<file path="src/sv/sfsd_pkg.sv">
// Shared types and constants for the sync frame steering decoder.
// No dependencies; imported by every other file of the block but sfsd_if.
package sfsd_pkg;

   localparam int SYNC_LENGTH_DEFAULT = 4;
   localparam int PAYLOAD_BYTES       = 6;
   localparam int STORE_DEPTH         = 5;

   localparam logic [7:0] SYNC_BYTE = 8'h1F;

   localparam logic [15:0]        ANGLE_SLOPE_RESET = 16'd16734;
   localparam logic signed [15:0] FAR_LIMIT_RESET   = 16'sd1200;
   localparam logic signed [15:0] NEAR_LIMIT_RESET  = 16'sd800;

   typedef enum logic [2:0] {
      MOVE_FORWARD = 3'd0,
      MOVE_BACK    = 3'd1,
      MOVE_LEFT    = 3'd2,
      MOVE_RIGHT   = 3'd3,
      MOVE_HALT    = 3'd4
   } route_type;

   typedef enum logic [1:0] {
      CSR_ANGLE_SLOPE = 2'd0,
      CSR_FAR_LIMIT   = 2'd1,
      CSR_NEAR_LIMIT  = 2'd2
   } csr_index_type;

   typedef struct packed {
      logic [15:0]        angle_slope;
      logic signed [15:0] far_limit;
      logic signed [15:0] near_limit;
   } cfg_type;

   typedef struct packed {
      logic signed [15:0] x;
      logic signed [15:0] y;
      logic signed [15:0] z;
   } frame_type;

endpackage

</file>
<file path="src/sv/sfsd_if.sv">
// Channel interfaces: received bytes, route results and register writes.
// No dependencies.
interface sfsd_req_if;
   logic       valid;
   logic       ready;
   logic [7:0] rx_byte;

   modport source (output valid, output rx_byte, input ready);
   modport sink   (input valid, input rx_byte, output ready);
endinterface

interface sfsd_rsp_if;
   logic               valid;
   logic               ready;
   logic [2:0]         route;
   logic signed [15:0] pos_x;
   logic signed [15:0] pos_y;
   logic signed [15:0] pos_z;

   modport source (output valid, output route, output pos_x, output pos_y, output pos_z,
                   input ready);
   modport sink   (input valid, input route, input pos_x, input pos_y, input pos_z,
                   output ready);
endinterface

interface sfsd_csr_if;
   logic        valid;
   logic        ready;
   logic [1:0]  index;
   logic [15:0] data;

   modport source (output valid, output index, output data, input ready);
   modport sink   (input valid, input index, input data, output ready);
endinterface

</file>
<file path="src/sv/sfsd_framer.sv">
// Sync hunt and payload capture; registers one decoded frame per completed frame.
// Depends on sfsd_pkg.
module sfsd_framer
   import sfsd_pkg::*;
#(
   parameter int SYNC_LENGTH = SYNC_LENGTH_DEFAULT
) (
   input  logic       clock,
   input  logic       reset,
   input  logic       byte_valid,
   output logic       byte_ready,
   input  logic [7:0] rx_byte,
   output logic       frame_valid,
   input  logic       frame_ready,
   output frame_type  frame
);

   localparam int LAST   = SYNC_LENGTH + PAYLOAD_BYTES - 1;
   localparam int POS_W  = $clog2(LAST + 1);
   localparam int SLOT_W = $clog2(STORE_DEPTH);

   logic [POS_W-1:0] pos_ff, pos_in;
   logic [POS_W-1:0] slot_full;
   logic [SLOT_W-1:0] slot;
   logic [7:0]       store_ff [STORE_DEPTH];
   logic             frame_vld_ff, frame_vld_in;
   frame_type        frame_ff;
   logic             accept, store_wr, frame_load;

   assign byte_ready  = !frame_vld_ff || frame_ready;
   assign accept      = byte_valid && byte_ready;
   assign slot_full   = pos_ff - POS_W'(SYNC_LENGTH);
   assign slot        = slot_full[SLOT_W-1:0];
   assign frame_valid = frame_vld_ff;
   assign frame       = frame_ff;

   always_comb begin
      pos_in     = pos_ff;
      store_wr   = 1'b0;
      frame_load = 1'b0;
      if (accept) begin
         priority if (pos_ff < POS_W'(SYNC_LENGTH)) begin
            pos_in = (rx_byte == SYNC_BYTE) ? pos_ff + 1'b1 : '0;
         end else if (pos_ff < POS_W'(LAST)) begin
            pos_in   = pos_ff + 1'b1;
            store_wr = 1'b1;
         end else begin
            pos_in     = '0;
            frame_load = (pos_ff == POS_W'(LAST));
         end
      end
      if (frame_load) begin
         frame_vld_in = 1'b1;
      end else if (frame_ready) begin
         frame_vld_in = 1'b0;
      end else begin
         frame_vld_in = frame_vld_ff;
      end
   end

   always_ff @(posedge clock) begin
      if (reset) begin
         pos_ff       <= '0;
         frame_vld_ff <= 1'b0;
      end else begin
         pos_ff       <= pos_in;
         frame_vld_ff <= frame_vld_in;
      end
   end

   always_ff @(posedge clock) begin
      for (int i = 0; i < STORE_DEPTH; i++) begin
         if (store_wr && slot == SLOT_W'(i)) begin
            store_ff[i] <= rx_byte;
         end
      end
      if (frame_load) begin
         frame_ff.x <= {store_ff[1], store_ff[0]};
         frame_ff.y <= {store_ff[3], store_ff[2]};
         frame_ff.z <= {rx_byte, store_ff[4]};
      end
   end

endmodule

</file>
<file path="src/sv/sfsd_route.sv">
// Route decision by cross-multiplied slope test and z limits, into the result register.
// Depends on sfsd_pkg.
module sfsd_route
   import sfsd_pkg::*;
(
   input  logic       clock,
   input  logic       reset,
   input  cfg_type    cfg,
   input  logic       frame_valid,
   output logic       frame_ready,
   input  frame_type  frame,
   sfsd_rsp_if.source rsp_chan
);

   logic               out_vld_ff, out_vld_in;
   route_type          route_ff, route_in;
   frame_type          frame_ff;
   logic signed [16:0] slope_s;
   logic signed [33:0] lhs, rhs, rhs_neg;
   logic               z_pos, z_neg, right, left, load;

   assign frame_ready = !out_vld_ff || rsp_chan.ready;
   assign load        = frame_valid && frame_ready;

   assign slope_s = $signed({1'b0, cfg.angle_slope});
   assign lhs     = {{2{frame.x[15]}}, frame.x, 16'h0000};
   assign rhs     = slope_s * frame.z;
   assign rhs_neg = -rhs;
   assign z_neg   = frame.z[15];
   assign z_pos   = !frame.z[15] && (frame.z != 16'sd0);

   always_comb begin
      priority if (z_pos) begin
         right = lhs > rhs;
         left  = lhs < rhs_neg;
      end else if (z_neg) begin
         right = lhs < rhs;
         left  = lhs > rhs_neg;
      end else begin
         right = !frame.x[15] && (frame.x != 16'sd0);
         left  = frame.x[15];
      end
      priority if (right) begin
         route_in = MOVE_RIGHT;
      end else if (left) begin
         route_in = MOVE_LEFT;
      end else if (frame.z > cfg.far_limit) begin
         route_in = MOVE_BACK;
      end else if (frame.z < cfg.near_limit) begin
         route_in = MOVE_FORWARD;
      end else begin
         route_in = MOVE_HALT;
      end
      if (load) begin
         out_vld_in = 1'b1;
      end else if (rsp_chan.ready) begin
         out_vld_in = 1'b0;
      end else begin
         out_vld_in = out_vld_ff;
      end
   end

   always_ff @(posedge clock) begin
      if (reset) begin
         out_vld_ff <= 1'b0;
      end else begin
         out_vld_ff <= out_vld_in;
      end
   end

   always_ff @(posedge clock) begin
      if (load) begin
         route_ff <= route_in;
         frame_ff <= frame;
      end
   end

   assign rsp_chan.valid = out_vld_ff;
   assign rsp_chan.route = route_ff;
   assign rsp_chan.pos_x = frame_ff.x;
   assign rsp_chan.pos_y = frame_ff.y;
   assign rsp_chan.pos_z = frame_ff.z;

endmodule

</file>
<file path="src/sv/sync_frame_steering_decoder.sv">
// Top level of the sync frame steering decoder: register file, framer and route stage.
// Depends on sfsd_pkg, sfsd_if, sfsd_framer and sfsd_route.
//
//  channel    dir   payload                          transaction
//  req_chan   in    rx_byte[7:0]                     one received byte
//  rsp_chan   out   route[2:0], pos_x/y/z[15:0]      one decision per frame
//  csr_chan   in    index[1:0], data[15:0]           one register write
//
// One byte per cycle is accepted while req_chan is not stalled; a result passes through the
// framer register, then the result register holding the 17x16 multiply and compares.
// Synchronous reset returns to the sync hunt and loads default thresholds.
// A stalled result holds one frame in the framer register before req_chan stalls.
module sync_frame_steering_decoder
   import sfsd_pkg::*;
#(
   parameter int SYNC_LENGTH = SYNC_LENGTH_DEFAULT
) (
   input  logic       clock,
   input  logic       reset,
   sfsd_req_if.sink   req_chan,
   sfsd_rsp_if.source rsp_chan,
   sfsd_csr_if.sink   csr_chan
);

   cfg_type   cfg_ff;
   logic      frame_valid, frame_ready;
   frame_type frame;

   assign csr_chan.ready = 1'b1;

   always_ff @(posedge clock) begin
      if (reset) begin
         cfg_ff.angle_slope <= ANGLE_SLOPE_RESET;
         cfg_ff.far_limit   <= FAR_LIMIT_RESET;
         cfg_ff.near_limit  <= NEAR_LIMIT_RESET;
      end else if (csr_chan.valid) begin
         unique case (csr_index_type'(csr_chan.index))
            CSR_ANGLE_SLOPE: cfg_ff.angle_slope <= csr_chan.data;
            CSR_FAR_LIMIT:   cfg_ff.far_limit   <= csr_chan.data;
            CSR_NEAR_LIMIT:  cfg_ff.near_limit  <= csr_chan.data;
            default: begin
            end
         endcase
      end
   end

   sfsd_framer #(
      .SYNC_LENGTH (SYNC_LENGTH)
   ) u_framer (
      .clock       (clock),
      .reset       (reset),
      .byte_valid  (req_chan.valid),
      .byte_ready  (req_chan.ready),
      .rx_byte     (req_chan.rx_byte),
      .frame_valid (frame_valid),
      .frame_ready (frame_ready),
      .frame       (frame)
   );

   sfsd_route u_route (
      .clock       (clock),
      .reset       (reset),
      .cfg         (cfg_ff),
      .frame_valid (frame_valid),
      .frame_ready (frame_ready),
      .frame       (frame),
      .rsp_chan    (rsp_chan)
   );

endmodule

</file>
<file path="src/flat_wrapper.sv">
// flat-port wrapper written by rule: the top's interface ports become plain ports
module sync_frame_steering_decoder_flat import sfsd_pkg::*;
#(
   parameter int SYNC_LENGTH = SYNC_LENGTH_DEFAULT
)
  (clock, reset, req_chan_valid, req_chan_rx_byte, req_chan_ready, rsp_chan_valid, rsp_chan_route, rsp_chan_pos_x, rsp_chan_pos_y, rsp_chan_pos_z, rsp_chan_ready, csr_chan_valid, csr_chan_index, csr_chan_data, csr_chan_ready);
  sfsd_req_if req_chan_i ();
  sfsd_rsp_if rsp_chan_i ();
  sfsd_csr_if csr_chan_i ();
  input  logic clock;
  input  logic reset;
  input wire logic [$bits(req_chan_i.valid)-1:0] req_chan_valid;
  input wire logic [$bits(req_chan_i.rx_byte)-1:0] req_chan_rx_byte;
  output wire logic [$bits(req_chan_i.ready)-1:0] req_chan_ready;
  output wire logic [$bits(rsp_chan_i.valid)-1:0] rsp_chan_valid;
  output wire logic [$bits(rsp_chan_i.route)-1:0] rsp_chan_route;
  output wire logic [$bits(rsp_chan_i.pos_x)-1:0] rsp_chan_pos_x;
  output wire logic [$bits(rsp_chan_i.pos_y)-1:0] rsp_chan_pos_y;
  output wire logic [$bits(rsp_chan_i.pos_z)-1:0] rsp_chan_pos_z;
  input wire logic [$bits(rsp_chan_i.ready)-1:0] rsp_chan_ready;
  input wire logic [$bits(csr_chan_i.valid)-1:0] csr_chan_valid;
  input wire logic [$bits(csr_chan_i.index)-1:0] csr_chan_index;
  input wire logic [$bits(csr_chan_i.data)-1:0] csr_chan_data;
  output wire logic [$bits(csr_chan_i.ready)-1:0] csr_chan_ready;
  assign req_chan_i.valid = req_chan_valid;
  assign req_chan_i.rx_byte = req_chan_rx_byte;
  assign req_chan_ready = req_chan_i.ready;
  assign rsp_chan_valid = rsp_chan_i.valid;
  assign rsp_chan_route = rsp_chan_i.route;
  assign rsp_chan_pos_x = rsp_chan_i.pos_x;
  assign rsp_chan_pos_y = rsp_chan_i.pos_y;
  assign rsp_chan_pos_z = rsp_chan_i.pos_z;
  assign rsp_chan_i.ready = rsp_chan_ready;
  assign csr_chan_i.valid = csr_chan_valid;
  assign csr_chan_i.index = csr_chan_index;
  assign csr_chan_i.data = csr_chan_data;
  assign csr_chan_ready = csr_chan_i.ready;
  sync_frame_steering_decoder #(.SYNC_LENGTH(SYNC_LENGTH)) u_core (.clock(clock), .reset(reset), .req_chan(req_chan_i), .rsp_chan(rsp_chan_i), .csr_chan(csr_chan_i));
endmodule
</file>
<file path="config.mk">
export PLATFORM = sky130hd
export DESIGN_NAME = sync_frame_steering_decoder_flat
export DESIGN_NICKNAME = d
export VERILOG_FILES = /design/src/sv/sfsd_pkg.sv /design/src/sv/sfsd_if.sv /design/src/sv/sfsd_framer.sv /design/src/sv/sfsd_route.sv /design/src/sv/sync_frame_steering_decoder.sv /design/src/flat_wrapper.sv
export SDC_FILE = /design/constraint.sdc
export NUM_CORES = 1
export LEC_CHECK = 0
export BUFFER_PORTS_ARGS = -buffer_cell sky130_fd_sc_hd__buf_2
export CORE_ASPECT_RATIO = 0.5
export CORE_MARGIN = 8
export CORE_UTILIZATION = 55
export DETAILED_ROUTE_END_ITERATION = 10
export PLACE_DENSITY = 0.81
export SKIP_CTS_REPAIR_TIMING = 1
export SYNTH_ARGS = -nofsm -noshare
export SYNTH_HDL_FRONTEND = slang
export SYNTH_SLANG_ARGS = --single-unit
export TNS_END_PERCENT = 10
</file>
<file path="constraint.sdc">
create_clock -name clock -period 10.7 [get_ports clock]
set_input_delay 0 -clock clock [delete_from_list [all_inputs] [get_ports clock]]
set_output_delay 0 -clock clock [all_outputs]
set_load 0.02 [all_outputs]
</file>
After elaboration in Yosys (flattened, before gate mapping)
Memories as Yosys holds them, arrays and structs flattened. A register that Yosys moved wholly into a read port is not among the register bits.
Index checks and enable logic that the tools add are counted.

storage, ports and cells
  flip-flop bits (word level) = 121
  memory bits (writable) = 40
  memories = 1

memory list
  name                      words  bits a word  rd ports  clocked after memory_dff  wr ports  RTL line           RTL
  u_core.u_framer.store_ff  5      8            5         5                         1         sfsd_framer.sv:25  logic [7:0] store_ff [STORE_DEPTH];

operators by class
  add/sub/neg operators = 3
  multipliers = 1
  $lt $le $gt $ge = 8
  eq/ne operators = 8
  multiplexer cells = 42
  reduce and logical (&&, ||, !) cells = 30

operator list
  operator             count
  $gt 32x34->1         1
  $lt 32x34->1         1
  $neg 33->34          1
  $gt 32x33->1         1
  $lt 32x33->1         1
  $mul 17x16->33       1
  $mux 8               4
  $reduce_bool 16->1   2
  $reduce_or 8->1      4
  $mux 1               29
  $gt 16x16->1         1
  $lt 16x16->1         1
  $mux 3               5
  $mux 4               3
  $logic_and 1x1->1    9
  $eq 8x5->1 const B   1
  $eq 3x2->1 const B   2
  $reduce_and 2->1     3
  $add 4x1->4 const B  1
  $eq 4x4->1 const B   1
  $logic_not 1->1      4
  $lt 4x3->1 const B   1
  $lt 4x4->1 const B   1
  $reduce_bool 2->1    2
  other kinds (11)     12

Longest topological paths before layout
  depth in word-level cells = 13
  mapped depth = 39
  mapped depth without buffers = 35

Modules after synthesis
Synthesis repeated with hierarchy kept, for this count alone.

second synthesis, totals
  cell total of the unflattened synthesis = 1774
  area total of the unflattened synthesis = 18007.3 µm²

modules (own cells, without submodules)
  module                       times used  cells an instance  area each (µm²)  seq. area each (µm²)
  sfsd_route                   1           1446               12963.7          1551.5
  sfsd_framer                  1           135                3059.2           2742.6
  sync_frame_steering_decoder  1           193                1984.4           960.9

Least setup slack after synthesis
No wires, ideal clock.

  kind = register to register
  from = register u_core.u_framer.frame_ff, in the netlist u_core.u_framer.frame[9]
  to = register u_core.u_route.route_ff[1] (netlist: u_core.u_route.rsp_chan.route[1]), data pin
  arrival time = 8597 ps
  path slack = 1843 ps
  stages on the path, launching flop included = 37
  period minus slack after synthesis = 8857 ps
  path through = edfxtp_1 -> clkbuf_1 -> clkbuf_1 -> nand2_1 -> fa_1 -> inv_1 -> fa_1 -> inv_1 -> fa_1 -> inv_1 -> fa_1 -> fa_1 -> inv_1 -> fa_1 -> inv_1 -> ha_1 -> nand3_1 -> o22ai_1 -> nor3_1 -> a211oi_1 -> xnor2_1 -> and2_1 -> nand4_4 -> or2_2 -> clkbuf_1 -> nor3b_2 -> xnor2_1 -> ha_1 -> and2_1 -> a221o_1 -> a221oi_1 -> a21oi_1 -> nor3_1 -> nor2_1 -> a311oi_1 -> o211a_1 -> nor2_1

on the way
  word-level cells in the longest chain between the ends = 6
  elaborated cells between the ends (all ways) = 15
  those cells by class = add/sub: 1; mul: 1; order compare: 5; mux: 5; reduce/logical: 3

RTL lines
  what                       RTL line           RTL
  from (decl)                sfsd_framer.sv:27  frame_type frame_ff;
  $mul 17x16->33             sfsd_route.sv:27   assign rhs = slope_s * frame.z;
  $neg 33->34                sfsd_route.sv:28   assign rhs_neg = -rhs;
  $gt 32x34->1               sfsd_route.sv:38   left = lhs > rhs_neg;
  $mux 1                     sfsd_route.sv:36   end else if (z_neg) begin
  $mux 1                     sfsd_route.sv:33   priority if (z_pos) begin
  $reduce_or 2->1 (no line)  n/a
  to (signal assigned)       sfsd_route.sv:73   route_ff <= route_in;
  to (decl)                  sfsd_route.sv:16   route_type route_ff, route_in;

Parallel ways exist; a longest one is shown, timed or not.
A chain may end at the register's enable or synchronous reset.

Worst setup path in the final report
  from = register, netlist name u_core.u_framer.frame[6]
  to = register u_core.u_route.route_ff[1] (netlist: u_core.u_route.rsp_chan.route[1]), data pin

on the way
  word-level cells in the longest chain between the ends = 6
  elaborated cells between the ends (all ways) = 15
  those cells by class = add/sub: 1; mul: 1; order compare: 5; mux: 5; reduce/logical: 3

RTL lines
  what                       RTL line
  $mul 17x16->33             sfsd_route.sv:27
  $neg 33->34                sfsd_route.sv:28
  $gt 32x34->1               sfsd_route.sv:38
  $mux 1                     sfsd_route.sv:36
  $mux 1                     sfsd_route.sv:33
  $reduce_or 2->1 (no line)  n/a

Parallel ways exist; a longest one is shown, timed or not.

==> flow_summary_export.csv <==
group,metric,value,unit
route,detail_route.drc_violations,0,
timing,tns,0,ns
outcome,status,"complete, no violations",
yosys,synth_edf_count,139,
critical_path,cp_data_required_time,10.89,ns
floorplan,effective_utilization_at_floorplan,0.559,
yosys,postSynth.topFlopCell,"edfxtp_1",
route,drt-pass1-iter-count,7,
yosys,postSynthNetCount,2197,
yosys,synthDistinctLibCells,85,
yosys,asyncSetResetFlopFracSynth,0,
final_layout,layout_common_cells,"295 x inv_1, 245 x nand2_1, 194 x fa_1",
global_routing,global_route_wire_length_before_repair,70200,um
yosys,yosys.area_share.xor_xnor,0.0177,
floorplan,floorplan.die_area,38500,um^2
critical_path,timing.critical_path.slowest_stage_cell,"edfxtp_1",
final_layout,area_growth_syn_to_layout,9.74,%
final_layout,layout_commonest_cell,"inv_1",
route,vias,13200,
critical_path,crit_path_max_fanout,20,
global_routing,pin_count_of_the_biggest_net_entering_global_routing,52,
route,drt_iter0_markers,1313,
yosys,post_synth_fa_ha_maj_area_fraction,0.356,
timing,layout_min_cycle_time,9.87,ns
final_layout,final_net_count,2278,
final_layout,filler_cell_count,2477,
final_layout,multiInputGateArea,11100,um^2
critical_path,end_kind,"flip-flop",
critical_path,slowest_delay,0.69,ns
timing,timing.final.crit_share,0.923,
floorplan,die_width,270,um
final_layout,finish.instance_area,19400,um^2
placed_design,finalWeightedCongestion,0.933,
yosys,yosys_warnings,0,
clock_network,clock_sinks,193,
route,via_per_inst,5.74,
yosys,post_synth_and_or_nand_nor_area_fraction,0.168,
global_routing,grtUsageTotal,0.229,
placed_design,detailed_place_hpwl,33700,um
yosys,syn_area,17700,um^2
power_and_ir_drop,p_leak,8.78,nW
yosys,synth_top_family_by_area,"adder cells",
critical_path,timing.critical_path.mode_cell,"fa_1",
floorplan,row_count,46,
yosys,ys_ff_latch,193,
min_path,min-delay-path-class,"in -> reg",
route,routedWlPerCell,19.3,um
clock_network,clock_insertion_delay_worst_skew,0.45,ns
global_routing,antenna_violations_before_repair,0,
timing,timing.clock.skew,0.0157,ns
clock_network,clock_transition_time_at_the_flip_flop_clock_pins_of_the_worst_setup_and_hold_paths,0.08,ns
clock_network,ctsHtreeMaxLevel,4,
route,drt.antenna.violating_nets,0,
floorplan,die_height,143,um
critical_path,critical_path_arrival,10.06,ns
final_layout,post_route_cells_drive_above_1_share,0.0892,
global_routing,grt_pass1_vias,13200,
clock_network,tritoncts,"done",
timing,maximum_clock_frequency,101,MHz
clock_network,max_buffers_root_to_sink,2,
timing,worst_pin_slew,1.12,ns
placed_design,place_area,18600,um^2
critical_path,cp-start-kind,"flip-flop",
clock_network,cts_buffers,17,
clock_network,cts_root_buf,"clkbuf_16",
timing,setup_slack,0.828,ns
job,timing.max_cap.violations,0,
timing,slew_viol_final,0,
floorplan,design.core.area,31700,um^2
placed_design,port_buffers,83,
route,wl,44500,um
floorplan,ios,85,
power_and_ir_drop,ir_drop,0.159,mV
yosys,yosysSeqAreaShare,0.297,
critical_path,ff2ff_setup_slack,0.83,ns
timing,rsz0062_at_grt,"no",
timing,finalSetupViolCount,0,
yosys,cell_count_after_synthesis,1779,
timing,timing.max_slew.rel_slack,0.250,
yosys,postSynthAreaPerCell,9.95,um^2
yosys,share_of_cell_area_taken_by_muxes_after_synthesis,0.00283,
final_layout,area.sequential,5260,um^2
global_routing,grt_overflow_total,0,
timing,timing_hold_violations_final,0,
critical_path,setup.worst_path.class,"reg -> reg",
placed_design,preCtsSetupSlack,1.01,ns
yosys,synth_compound_gate_area_share,0.0810,
power_and_ir_drop,power_density,191,nW/um^2
[stage by stage]
step                      hold slack, ns  utilization  cells  total power [mW]
after floorplan                   0.0989            -   1779              2.57
after global placement             0.242        0.586   2249              3.01
after detailed placement           0.257        0.586   2249              3.04
after CTS                         -0.204        0.606   2281              3.69
after global routing              0.0165        0.613   2305              4.04
final                            0.00985        0.613   2306              3.70
[cell usage after synthesis (5+ instances only)]
cell type | count | share of area
fa_1 | 194 | 0.22
nor4_1 | 14 | 0.0049
clkbuf_1 | 58 | 0.012
nand2_1 | 245 | 0.052
nand4_1 | 20 | 0.0071
o21ai_0 | 25 | 0.0071
nor3_1 | 18 | 0.0051
a211oi_1 | 5 | 0.0021
nand2b_1 | 13 | 0.0046
ha_1 | 193 | 0.14
a21oi_1 | 80 | 0.023
xnor2_1 | 22 | 0.011
xor2_1 | 12 | 0.0059
nand3_1 | 16 | 0.0045
o21a_1 | 12 | 0.0051
mux2i_1 | 5 | 0.0028
dfxtp_1 | 54 | 0.061
a211o_1 | 10 | 0.0049
and4_1 | 7 | 0.0035
a21o_1 | 26 | 0.011
and3_1 | 9 | 0.0032
inv_1 | 296 | 0.063
nand3b_1 | 10 | 0.0042
or2_2 | 7 | 0.0025
nor2b_1 | 13 | 0.0046
edfxtp_1 | 139 | 0.24
and2_1 | 120 | 0.042
o211ai_1 | 7 | 0.0030
nor2_1 | 59 | 0.013
[critical path, delay by kind of cell (launching register included)]
family | cells | cell delay, ns
xor+xnor | 1 | 0.15
simple gates | 11 | 2.84
compound gates | 8 | 1.88
buf+inv | 4 | 0.22
fa+ha+maj | 8 | 3.83
flops | 1 | 0.69
[sequential cells by signal, summed over array words and instances, names as in the netlist]
signal                         flops
u_core.u_route.rsp_chan.pos_y     16
u_core.u_route.rsp_chan.route      3
u_core.u_route.rsp_chan.pos_z     16
u_core.u_framer.store_ff          40
u_core.u_framer.pos_ff             4
u_core.u_framer.frame             48
u_core.u_route.rsp_chan.pos_x     16
u_core.u_framer.frame_valid        1
u_core.u_route.rsp_chan.valid      1
u_core.cfg_ff                     48
[worst paths after layout]
check	start	cells past startpoint	to
max	u_core.u_framer.frame[6]$_DFFE_PP_	32	u_core.u_route.rsp_chan.route[1]$_SDFFCE_PP1P_
min	rsp_chan_ready	4	u_core.u_route.rsp_chan.valid$_SDFFE_PP0P_
max reg2reg	u_core.u_framer.frame[6]$_DFFE_PP_	32	u_core.u_route.rsp_chan.route[1]$_SDFFCE_PP1P_
min reg2reg	u_core.u_framer.store_ff[0][10]$_DFFE_PP_	0	u_core.u_framer.frame[42]$_DFFE_PP_
[power by group]
| part | switching [mW] | total [mW] | internal (mW) |
|---|---|---|---|
| Combinational | 1.31 | 2.24 | 0.924 |
| Clock | 0.329 | 0.650 | 0.321 |
| Sequential | 0.0145 | 0.815 | 0.800 |
| Total | 1.66 | 3.70 | 2.05 |
[cells by family (layout without fill, tap and decap cells)]
logic type                 Yosys count  in the layout
and+or+nand+nor                    581            581
adders and majority gates          387            387
buffers and inverters              361            455
AOI/OAI and AO/OA                  216            216
DFF                                193            193
xor gates and xnor gates            35             35
muxes                                5              5
other                                1              2
[metal layers]
metal / part of all wire / track usage / vias to the layer above
met2: 0.46 / 0.366 / 642
met1: 0.42 / 0.304 / 6506
met4: 0.030 / 0.0855 / 0
met3: 0.097 / 0.0534 / 100
li1: - / - / 5993
met5: 0 / 0 / -
[area by class of cell]
cell class                 count  area share
multi-input combinational   1225       0.571
sequential                   193       0.271
inverter                     296      0.0572
timing repair buffer         127      0.0415
tap                          432      0.0278
clock buffer                  17      0.0219
clock inverter                15      0.0101
antenna                        1    0.000129
No activity file was read; power rests on OpenSTA's default activity.
